<file path="src/hdl/otc_pkg.sv">
`default_nettype none

package otc_pkg;

  localparam int unsigned VAL_W    = 16;
  localparam int unsigned ENERGY_W = 40;
  localparam int unsigned IN_W     = 64;
  localparam int unsigned OUT_W    = 48;
  localparam int unsigned PROD_W   = 2 * VAL_W;
  localparam int unsigned SUM_W    = PROD_W + 2;

  localparam logic [ENERGY_W-1:0] LIMIT_RESET = {ENERGY_W{1'b1}};

  // Energy weights: sum over the three pairs of 60x^2 + 16xy + 4y^2
  // collapses to 64 * (sum of squares) + 16 * (sum of cross products).
  localparam int unsigned SQ_SHIFT = 6;
  localparam int unsigned XY_SHIFT = 4;

  localparam logic [2:0] FANO_K1 = 3'(7);
  localparam logic [2:0] FANO_K2 = 3'(13);

  typedef logic [VAL_W-1:0]    val_t;
  typedef logic [ENERGY_W-1:0] energy_t;

  typedef struct packed {
    logic       closure_ok;
    logic       fano_ok;
    logic [2:0] line_code;
    logic [1:0] parity_class;
  } check_t;

  function automatic val_t mix16(input val_t v, input val_t s);
    return {v[14:0], v[15]} ^ {v[12:0], v[15:13]} ^ {v[1:0], v[15:2]} ^ s;
  endfunction

  // Only the low bits of the products survive the 3-bit mask.
  function automatic logic [2:0] fano3(input val_t v);
    logic [2:0] lo;
    lo = v[2:0];
    return 3'(lo * FANO_K1) ^ v[5:3] ^ 3'(lo * FANO_K2);
  endfunction

  function automatic logic [1:0] tetra2(input val_t v);
    return {v[1] ^ v[2] ^ v[3], v[0] ^ v[1] ^ v[2]};
  endfunction

endpackage

`default_nettype wire

</file>
<file path="src/hdl/orbit_triple_check_top.sv">
// Channel   Dir  Handshake         Payload
// s_axis    in   s_tvalid/tready   s_tdata: val_a, val_b, val_c, mix_seed
// m_axis    out  m_tvalid/tready   m_tdata: accepted, line_code, parity_class, energy
// cfg       in   cfg_we            cfg_wdata: energy_limit
//
// One item enters per cycle while the output is not stalled; each accepted item passes
// through the input register, the product stage, the sum stage and the
// limit compare into the result register.
// Every stage holds while the next is full and stalled, so bubbles are squeezed out.
// Reset clears the stage valid bits and sets the limit to all ones.
`default_nettype none

module orbit_triple_check_top (
  input  wire                         clk,
  input  wire                         rst,
  input  wire                         s_tvalid,
  output logic                        s_tready,
  input  wire  [otc_pkg::IN_W-1:0]    s_tdata,   // val_a, val_b, val_c, mix_seed
  output logic                        m_tvalid,
  input  wire                         m_tready,
  output logic [otc_pkg::OUT_W-1:0]   m_tdata,   // accepted, line_code, parity_class, energy, pad
  input  wire                         cfg_we,
  input  wire  [otc_pkg::ENERGY_W-1:0] cfg_wdata
);
  import otc_pkg::*;

  energy_t energy_limit;

  logic v1, v2, v3;
  logic r1, r2, r3, ro;

  val_t a1, b1, c1, s1;

  logic [PROD_W-1:0] aa2, bb2, cc2, ab2, bc2, ca2;
  check_t chk2, chk2_next;

  logic [SUM_W-1:0] sq3, xy3;
  check_t chk3;

  logic    accepted_q;
  logic [2:0] fano_q;
  logic [1:0] tetra_q;
  energy_t energy_q;

  energy_t energy_next;
  logic    ok_next;
  logic [2:0] fa, fb, fc;

  assign ro = !m_tvalid || m_tready;
  assign r3 = !v3 || ro;
  assign r2 = !v2 || r3;
  assign r1 = !v1 || r2;
  assign s_tready = r1;

  always_ff @(posedge clk) begin
    if (rst) begin
      energy_limit <= LIMIT_RESET;
    end else if (cfg_we) begin
      energy_limit <= cfg_wdata;
    end
  end

  always_ff @(posedge clk) begin
    if (rst) begin
      v1 <= 1'b0;
      v2 <= 1'b0;
      v3 <= 1'b0;
      m_tvalid <= 1'b0;
    end else begin
      if (r1) v1 <= s_tvalid;
      if (r2) v2 <= v1;
      if (r3) v3 <= v2;
      if (ro) m_tvalid <= v3;
    end
  end

  always_ff @(posedge clk) begin
    if (r1 && s_tvalid) begin
      a1 <= s_tdata[VAL_W-1:0];
      b1 <= s_tdata[2*VAL_W-1:VAL_W];
      c1 <= s_tdata[3*VAL_W-1:2*VAL_W];
      s1 <= s_tdata[4*VAL_W-1:3*VAL_W];
    end
  end

  always_comb begin
    fa = fano3(a1);
    fb = fano3(b1);
    fc = fano3(c1);
    chk2_next.closure_ok   = (mix16(a1, s1) ^ mix16(b1, s1) ^ mix16(c1, s1)) == s1;
    chk2_next.fano_ok      = (fa != fb) && (fb != fc) && (fc != fa) &&
                             ((fa ^ fb ^ fc) == 3'd0);
    chk2_next.line_code    = fa ^ fb;
    chk2_next.parity_class = tetra2(a1);
  end

  always_ff @(posedge clk) begin
    if (r2 && v1) begin
      aa2  <= a1 * a1;
      bb2  <= b1 * b1;
      cc2  <= c1 * c1;
      ab2  <= a1 * b1;
      bc2  <= b1 * c1;
      ca2  <= c1 * a1;
      chk2 <= chk2_next;
    end
  end

  always_ff @(posedge clk) begin
    if (r3 && v2) begin
      sq3  <= SUM_W'(aa2) + SUM_W'(bb2) + SUM_W'(cc2);
      xy3  <= SUM_W'(ab2) + SUM_W'(bc2) + SUM_W'(ca2);
      chk3 <= chk2;
    end
  end

  always_comb begin
    energy_next = ENERGY_W'({sq3, SQ_SHIFT'(0)}) + ENERGY_W'({xy3, XY_SHIFT'(0)});
    ok_next     = chk3.closure_ok && chk3.fano_ok && (energy_next <= energy_limit);
  end

  always_ff @(posedge clk) begin
    if (ro && v3) begin
      accepted_q <= ok_next;
      fano_q     <= ok_next ? chk3.line_code : 3'd0;
      tetra_q    <= ok_next ? chk3.parity_class : 2'd0;
      energy_q   <= ok_next ? energy_next : '0;
    end
  end

  assign m_tdata = {2'b00, energy_q, tetra_q, fano_q, accepted_q};

`ifndef SYNTH
  a_reject_zero: assert property (@(posedge clk) disable iff (rst)
    m_tvalid && !m_tdata[0] |-> m_tdata[45:1] == '0)
    else $error("rejected result carries nonzero fields");

  a_accept_limit: assert property (@(posedge clk) disable iff (rst)
    m_tvalid && m_tdata[0] |-> m_tdata[45:6] <= energy_limit)
    else $error("accepted result above energy limit");

  a_accept_line: assert property (@(posedge clk) disable iff (rst)
    m_tvalid && m_tdata[0] |-> m_tdata[3:1] != 3'd0)
    else $error("accepted result with zero fano line");

  a_stall_only: assert property (@(posedge clk) disable iff (rst)
    !s_tready |-> m_tvalid && !m_tready)
    else $error("input stalled while output is free");
`endif

endmodule

`default_nettype wire
</file>
<file path="config.mk">
export PLATFORM = sky130hd
export DESIGN_NAME = orbit_triple_check_top
export DESIGN_NICKNAME = d
export VERILOG_FILES = /design/src/hdl/otc_pkg.sv /design/src/hdl/orbit_triple_check_top.sv
export SDC_FILE = /design/constraint.sdc
export NUM_CORES = 2
export LEC_CHECK = 0
export ABC_AREA = 1
export BUFFER_PORTS_ARGS = -buffer_cell sky130_fd_sc_hd__buf_2
export CAP_MARGIN = 30
export CORE_MARGIN = 5
export CORE_UTILIZATION = 38
export CTS_BUF_LIST = sky130_fd_sc_hd__clkbuf_4
export DETAILED_ROUTE_END_ITERATION = 16
export GPL_ROUTABILITY_DRIVEN = 0
export PLACE_DENSITY = 0.51
export RECOVER_POWER = 25
export SYNTH_ARGS = -nofsm -noshare
export SYNTH_HDL_FRONTEND = slang
export SYNTH_SLANG_ARGS = --single-unit
</file>
<file path="constraint.sdc">
create_clock -name clk -period 8.11 [get_ports clk]
set_clock_uncertainty 0.15 [all_clocks]
set_input_delay 0.4055 -clock clk [delete_from_list [all_inputs] [get_ports clk]]
set_output_delay 0.4055 -clock clk [all_outputs]
set_load 0.05 [all_outputs]
</file>
== After elaboration in Yosys (flattened, before gate mapping) ==
Cells that the tools add are included.

* Register bits: 428
* Bits in latches: 0
* Memory bits (writable): 0
* Memory bits (read-only): 0
* Bits of input ports: 109
* Output and inout port bits: 50
* Word-level logic and storage cells: 92
* Memories kept: 0

* $add $sub $neg: 5
* Multipliers: 12
* Div/mod/pow operators: 0
* Order comparisons: 1
* Equality and inequality tests: 4
* Shift-type cells: 0
* Mux-type cells: 0
* Bitwise logic cells: 23
* Reduce and logical (&&, ||, !) cells: 18

{| class="wikitable"
|+ Operator list
! operator !! number
|-
| $mul A16 B16 Y32 || 6
|-
| $xor A16 B16 Y16 || 11
|-
| $add A33 B32 Y34 || 2
|-
| $add A32 B32 Y33 || 2
|-
| $add A40 B38 Y40 || 1
|-
| $le A40 B40 Y1 || 1
|-
| $xor A3 B3 Y3 || 8
|-
| $eq A16 B16 Y1 || 1
|-
| $logic_and A1 B1 Y1 || 9
|-
| $mul A3 B1 Y3 const B || 3
|-
| $mul A3 B3 Y3 const B || 3
|-
| $ne A3 B3 Y1 || 3
|-
| $logic_not A1 Y1 || 4
|-
| $logic_or A1 B1 Y1 || 4
|-
| $xor A1 B1 Y1 || 4
|-
| $logic_not A3 Y1 || 1
|}

== Logic depth before layout (Yosys ltp) ==
* Depth after elaboration: 7
* Depth in mapped cells: 28

== Worst setup path after synthesis ==
Ideal clock, no wire load.

* Path type: register -> register
* Start: reg b1[1]
* End: reg bb2[28] (data pin)
* Arrival time: 5,478 ps
* Required time: 7,708 ps
* Slack: 2,230 ps
* Cell stages (with the launch flop): 24
* Cells stage by stage: edfxtp_1 > buf_2 > clkbuf_1 > buf_1 > nand2_1 > fa_1 > fa_1 > inv_1 > fa_1 > fa_1 > fa_1 > inv_1 > fa_1 > inv_1 > ha_1 > a21o_1 > a21boi_0 > nor2_1 > nor2_1 > nor2_1 > nor2_1 > nand2_1 > nand2_1 > nand2_1

* Word-level cells in the longest chain between the ends: 1

{| class="wikitable"
|+ RTL lines
! what !! RTL line !! text
|-
| start: declaration || orbit_triple_check_top.sv:32 || <nowiki>val_t a1, b1, c1, s1;</nowiki>
|-
| start signal: assignment || orbit_triple_check_top.sv:80 || <nowiki>b1 <= s_tdata[2*VAL_W-1:VAL_W];</nowiki>
|-
| $mul A16 B16 Y32 || orbit_triple_check_top.sv:100 || <nowiki>bb2 <= b1 * b1;</nowiki>
|-
| end signal: assignment || orbit_triple_check_top.sv:100 ||
|-
| end: declaration || orbit_triple_check_top.sv:34 || <nowiki>logic [PROD_W-1:0] aa2, bb2, cc2, ab2, bc2, ca2;</nowiki>
|}

No other way between the ends.
A chain may end at the register's enable or synchronous reset.

== Worst setup path in the final report ==
* Start: reg c1[0]
* End: reg ca2[18] (data pin)

* Word-level cells in the longest chain between the ends: 1

{| class="wikitable"
|+ RTL lines
! what !! RTL line !! text
|-
| start: declaration || orbit_triple_check_top.sv:32 ||
|-
| start signal: assignment || orbit_triple_check_top.sv:81 || <nowiki>c1 <= s_tdata[3*VAL_W-1:2*VAL_W];</nowiki>
|-
| $mul A16 B16 Y32 || orbit_triple_check_top.sv:104 || <nowiki>ca2 <= c1 * a1;</nowiki>
|-
| end signal: assignment || orbit_triple_check_top.sv:104 ||
|-
| end: declaration || orbit_triple_check_top.sv:34 ||
|}

No other way between the ends.

==> summary by stage <==
Setup path
The type of the setup path with the least slack is flop to flop. At the worst endpoint, the required time is about 9 ns. The kind of capture point of the worst setup path is a flop. For this run, the slowest stage of the critical path takes 1.31 ns.

For the worst setup path, the data arrival time is about 7.6 ns. The master of the slowest instance on the critical path is sky130_fd_sc_hd__clkbuf_1. The signal on the critical path passes through clkbuf_1 -> nand2_1 -> fa_1 -> inv_1 -> ha_1 -> inv_1 -> fa_1 -> fa_1 -> inv_1 -> fa_1 -> inv_1 -> fa_1 -> inv_1 -> ha_1 -> a21o_1 -> a21oi_1 -> nand2_1 -> nand2_1 -> nand2_1 -> xor2_1. The maximum fanout along the worst path is 28. The startpoint type of the worst setup path is a flop.

Clock tree
CTS saw 405 sinks. The H-tree was split into 3 levels. The clock tree from TritonCTS is done. In this run, post-CTS repair resized a total of 0 instances. After clock tree synthesis, the clock-pin slew on the worst setup and hold paths is around 0.070 ns. The cell sitting at the root of the clock tree is a sky130_fd_sc_hd__clkbuf_4. The clock passes through at most 3 buffers. The number of clock buffers added by TritonCTS is about 120. The later pin in the worst-skew pair is clocked with a latency of approximately 1.1 ns.

Synth
For this run, the number of Yosys warnings is 0. The gate count after technology mapping is a little under 9000. For this run, asynchronously set or reset flops after synthesis account for 0. Dividing the synthesized area by the synthesized cell count gives 8.17 um2. The count of unique library cells instantiated by Yosys is between 50 and 60. The fraction of post-synthesis cell area in the top cell type by area is 0.313. The post-synthesis instance area is around 73000 um2. For this run, the register share of the synthesized area comes to 0.161.

Among all flip-flop cells after synthesis, the most frequent one is sky130_fd_sc_hd__edfxtp_1. Counting flops with a built-in enable in the synthesized netlist gives between 300 and 400. Counting flops and latches in the post-synthesis netlist gives 405. Summed over all instances, the cell type with the most area after synthesis is sky130_fd_sc_hd__fa_1.

In the post-synthesis netlist, the biggest area contributors are sky130_fd_sc_hd__fa_1 (31%), sky130_fd_sc_hd__edfxtp_1 (15%), sky130_fd_sc_hd__ha_1 (14%).

Final layout
The combined flip-flop and latch cell area is roughly 12000 um2. For this run, the post-layout net count is approximately 11000. The multi-input combinational cells in the finished layout cover a total of 51000 um2. The area growth from synthesis to layout is 11.2%. The layout cell share with drive strength beyond 1 is 0.0530. The layout has just under 20000 filler cells. The finished cells cover slightly above 80000 um2. Excluding fillers, the count of instances in the completed layout stands at approximately 12000.

STA
The number of pins with negative max-slew slack in the final report is 147. Setup violations remaining at the end of the flow were counted as 0. Dividing the final minimum period by the clock period gives 0.848. The highest achievable clock rate is 0.145 GHz. The tightest slew margin relative to the limit is -1.19.

The number of failing hold endpoints at the final stage is 0. The routed design could run at a clock period as short as just under 7 ns. At the pin with the least slew margin, the transition time is about 3.3 ns.

Setup total negative slack on the finished layout was measured at 0 ns. Setup repair after global routing left no endpoint under its margin.

Routing
Summing over every cut layer, the via total after detailed routing is approximately 58000. The residual DRC count is 0. The starting DRC count in detailed routing is between 3000 and 4000. Once detail routing completed, the nets flagged for antenna violations numbered 0. The final layout contains routed wiring with a total length of about 220 mm. The ratio of routed vias to standard cells is 4.87. The first TritonRoute pass finished after 6 iterations. The routed length per instance is ~19 um.

Floorplanning
Measured along the y axis, the die boundary spans around 450 um. The initial utilization of the core area, before any placement, comes to 0.382. The floorplan core area is around 190000 um2. From left edge to right edge, the die measures between 400 and 500 um. The floorplan step defined a die boundary enclosing about 200000 um2. The I/O pin total is roughly 160. The initialized floorplan defines 160 standard-cell rows.

GRT
The via count of the first global-routing pass came to around 61000. For this run, global-route usage on met2 was measured as 0.386. The met1 track demand over resource in global routing is 0.300. The global-route usage over all layers is 0.225. met2 is the most crowded layer. Global routing finished with a remaining overflow of 0. For this run, global-route usage on met3 was measured as 0.0243. The first global-routing pass estimated about 350 mm of wire. Entering global routing, the biggest net connects just under 80 pins. The number of antenna violations at the first check in global routing came to 11.

Placement
In this run the tool buffered the top-level ports with about 140 buffer cells. Summed over all nets, the half-perimeter wirelength after detailed placement is ~180 mm. Once placement completed, the tool counted placed cells totaling between 10000 and 15000.

Once placement finished, the instance area stood at 76600 um2.

Run
The max-cap check violation count is 4.

Outcome
The final reports fail on max-capacitance violations, max-slew violations. The flow ran to the end, but the final reports show violations.

Hold path
The min-delay analysis places its worst path in the category flop to flop.
[per-layer routing]
metal / vias up / share of wire
li1: 27400 / -
met1: 28700 / 0.45
met2: 1399 / 0.48
met3: 309 / 0.046
met4: 2 / 0.031
met5: - / 0.000059
[logic make-up (layout without fill, tap and decap cells)]
| logic type | Yosys count | count (layout) | synth area share |
|---|---|---|---|
| simple gates | 2971 | 2971 | 0.164 |
| flops | 405 | 405 | 0.161 |
| other cells | 1 | 13 | 0.0000517 |
| buf+inv | 2606 | 3069 | 0.136 |
| fa+ha+maj | 1943 | 1943 | 0.452 |
| compound gates | 671 | 671 | 0.0506 |
| xor+xnor | 288 | 288 | 0.0357 |
[worst max-delay path, delay by kind of cell (launching register included)]
| kind | cells | cell delay, ns |
|---|---|---|
| adder cells (fa/ha/maj) | 7 | 2.88 |
| buffers and inverters | 6 | 1.55 |
| flip-flops | 1 | 0.92 |
| AND/OR/NAND/NOR | 4 | 0.51 |
| AO/OA/AOI/OAI | 2 | 0.45 |
| XOR/XNOR | 1 | 0.17 |
[cell usage in the layout (no fill, tap or decap), types with 12 or more instances in the layout]
cell type                          n
sky130_fd_sc_hd__a21oi_1         363
sky130_fd_sc_hd__clkbuf_4        159
sky130_fd_sc_hd__fa_1           1134
sky130_fd_sc_hd__nor3_1           70
sky130_fd_sc_hd__inv_1          2330
sky130_fd_sc_hd__ha_1            809
sky130_fd_sc_hd__dfxtp_1          44
sky130_fd_sc_hd__xnor2_1          95
sky130_fd_sc_hd__xor2_1          185
sky130_fd_sc_hd__o21a_1           12
sky130_fd_sc_hd__nand2_2          16
sky130_fd_sc_hd__buf_2           128
sky130_fd_sc_hd__nand3b_1         13
sky130_fd_sc_hd__nand4_1          46
sky130_fd_sc_hd__nand3_1         226
sky130_fd_sc_hd__edfxtp_1        361
sky130_fd_sc_hd__dlygate4sd3_1   263
sky130_fd_sc_hd__nor2_1          417
sky130_fd_sc_hd__buf_12           21
sky130_fd_sc_hd__o21ai_0         186
sky130_fd_sc_hd__a21o_1           30
sky130_fd_sc_hd__nand2_1        2139
sky130_fd_sc_hd__clkinv_1         34
sky130_fd_sc_hd__buf_4            90
sky130_fd_sc_hd__o21bai_1         35
[state kept, by name, indices dropped and copies added (netlist names), 31 cells and up]
register,flops
energy_q,36
cc2,31
bc2,32
xy3,34
energy_limit,40
aa2,31
bb2,31
sq3,34
ab2,32
ca2,32
[final timing paths]
| check | start | cells past startpoint | slack, ns | to |
|---|---|---|---|---|
| setup reg to reg | c1[0]$_DFFE_PP_ | 20 | 1.24 | ca2[18]$_DFFE_PP_ |
| hold / removal | chk2[6]$_DFFE_PP_ | 0 | 0.27 | chk3[6]$_DFFE_PP_ |
| setup / recovery | c1[0]$_DFFE_PP_ | 20 | 1.24 | ca2[18]$_DFFE_PP_ |
| hold reg to reg | chk2[6]$_DFFE_PP_ | 0 | 0.27 | chk3[6]$_DFFE_PP_ |
[through the flow]
step                      worst slack, ns   util  hold slack (ns)
after floorplan                      2.23      -            0.250
final                                1.24  0.425            0.273
after global routing                0.950  0.425            0.284
after global placement               1.40  0.402            0.254
after detailed placement             1.37  0.403            0.257
after CTS                            1.36  0.425            0.244
[repair_timing]
action / 4_1_cts / 5_1_grt
hold buffers: 263 / 0
hold endpoints to repair: 147 / 0
buffers inserted: 0 / 0
[cell usage after synthesis, types with 30 or more instances]
cell                          n
sky130_fd_sc_hd__o21ai_0    186
sky130_fd_sc_hd__nor3_1      70
sky130_fd_sc_hd__nand2_1   2139
sky130_fd_sc_hd__dfxtp_1     44
sky130_fd_sc_hd__clkbuf_1    99
sky130_fd_sc_hd__a21o_1      30
sky130_fd_sc_hd__o21bai_1    35
sky130_fd_sc_hd__nor2_1     418
sky130_fd_sc_hd__buf_1      128
sky130_fd_sc_hd__nand3_1    226
sky130_fd_sc_hd__xor2_1     185
sky130_fd_sc_hd__edfxtp_1   361
sky130_fd_sc_hd__inv_1     2331
sky130_fd_sc_hd__fa_1      1134
sky130_fd_sc_hd__xnor2_1     95
sky130_fd_sc_hd__a21oi_1    363
sky130_fd_sc_hd__nand4_1     46
sky130_fd_sc_hd__ha_1       809
[layout make-up]
| type | instances | area share |
|---|---|---|
| Multi-Input combinational cell | 5882 | 0.632 |
| Sequential cell | 405 | 0.145 |
| Inverter | 2338 | 0.109 |
| Timing Repair Buffer | 519 | 0.0562 |
| Tap cell | 2511 | 0.0389 |
| Clock buffer | 159 | 0.0148 |
| Clock inverter | 53 | 0.00411 |
| Antenna cell | 4 | 0.000124 |
Power is left out: the tool's default activity adds up to more than one toggle a clock period on the data nets, which glitch-free logic cannot reach.
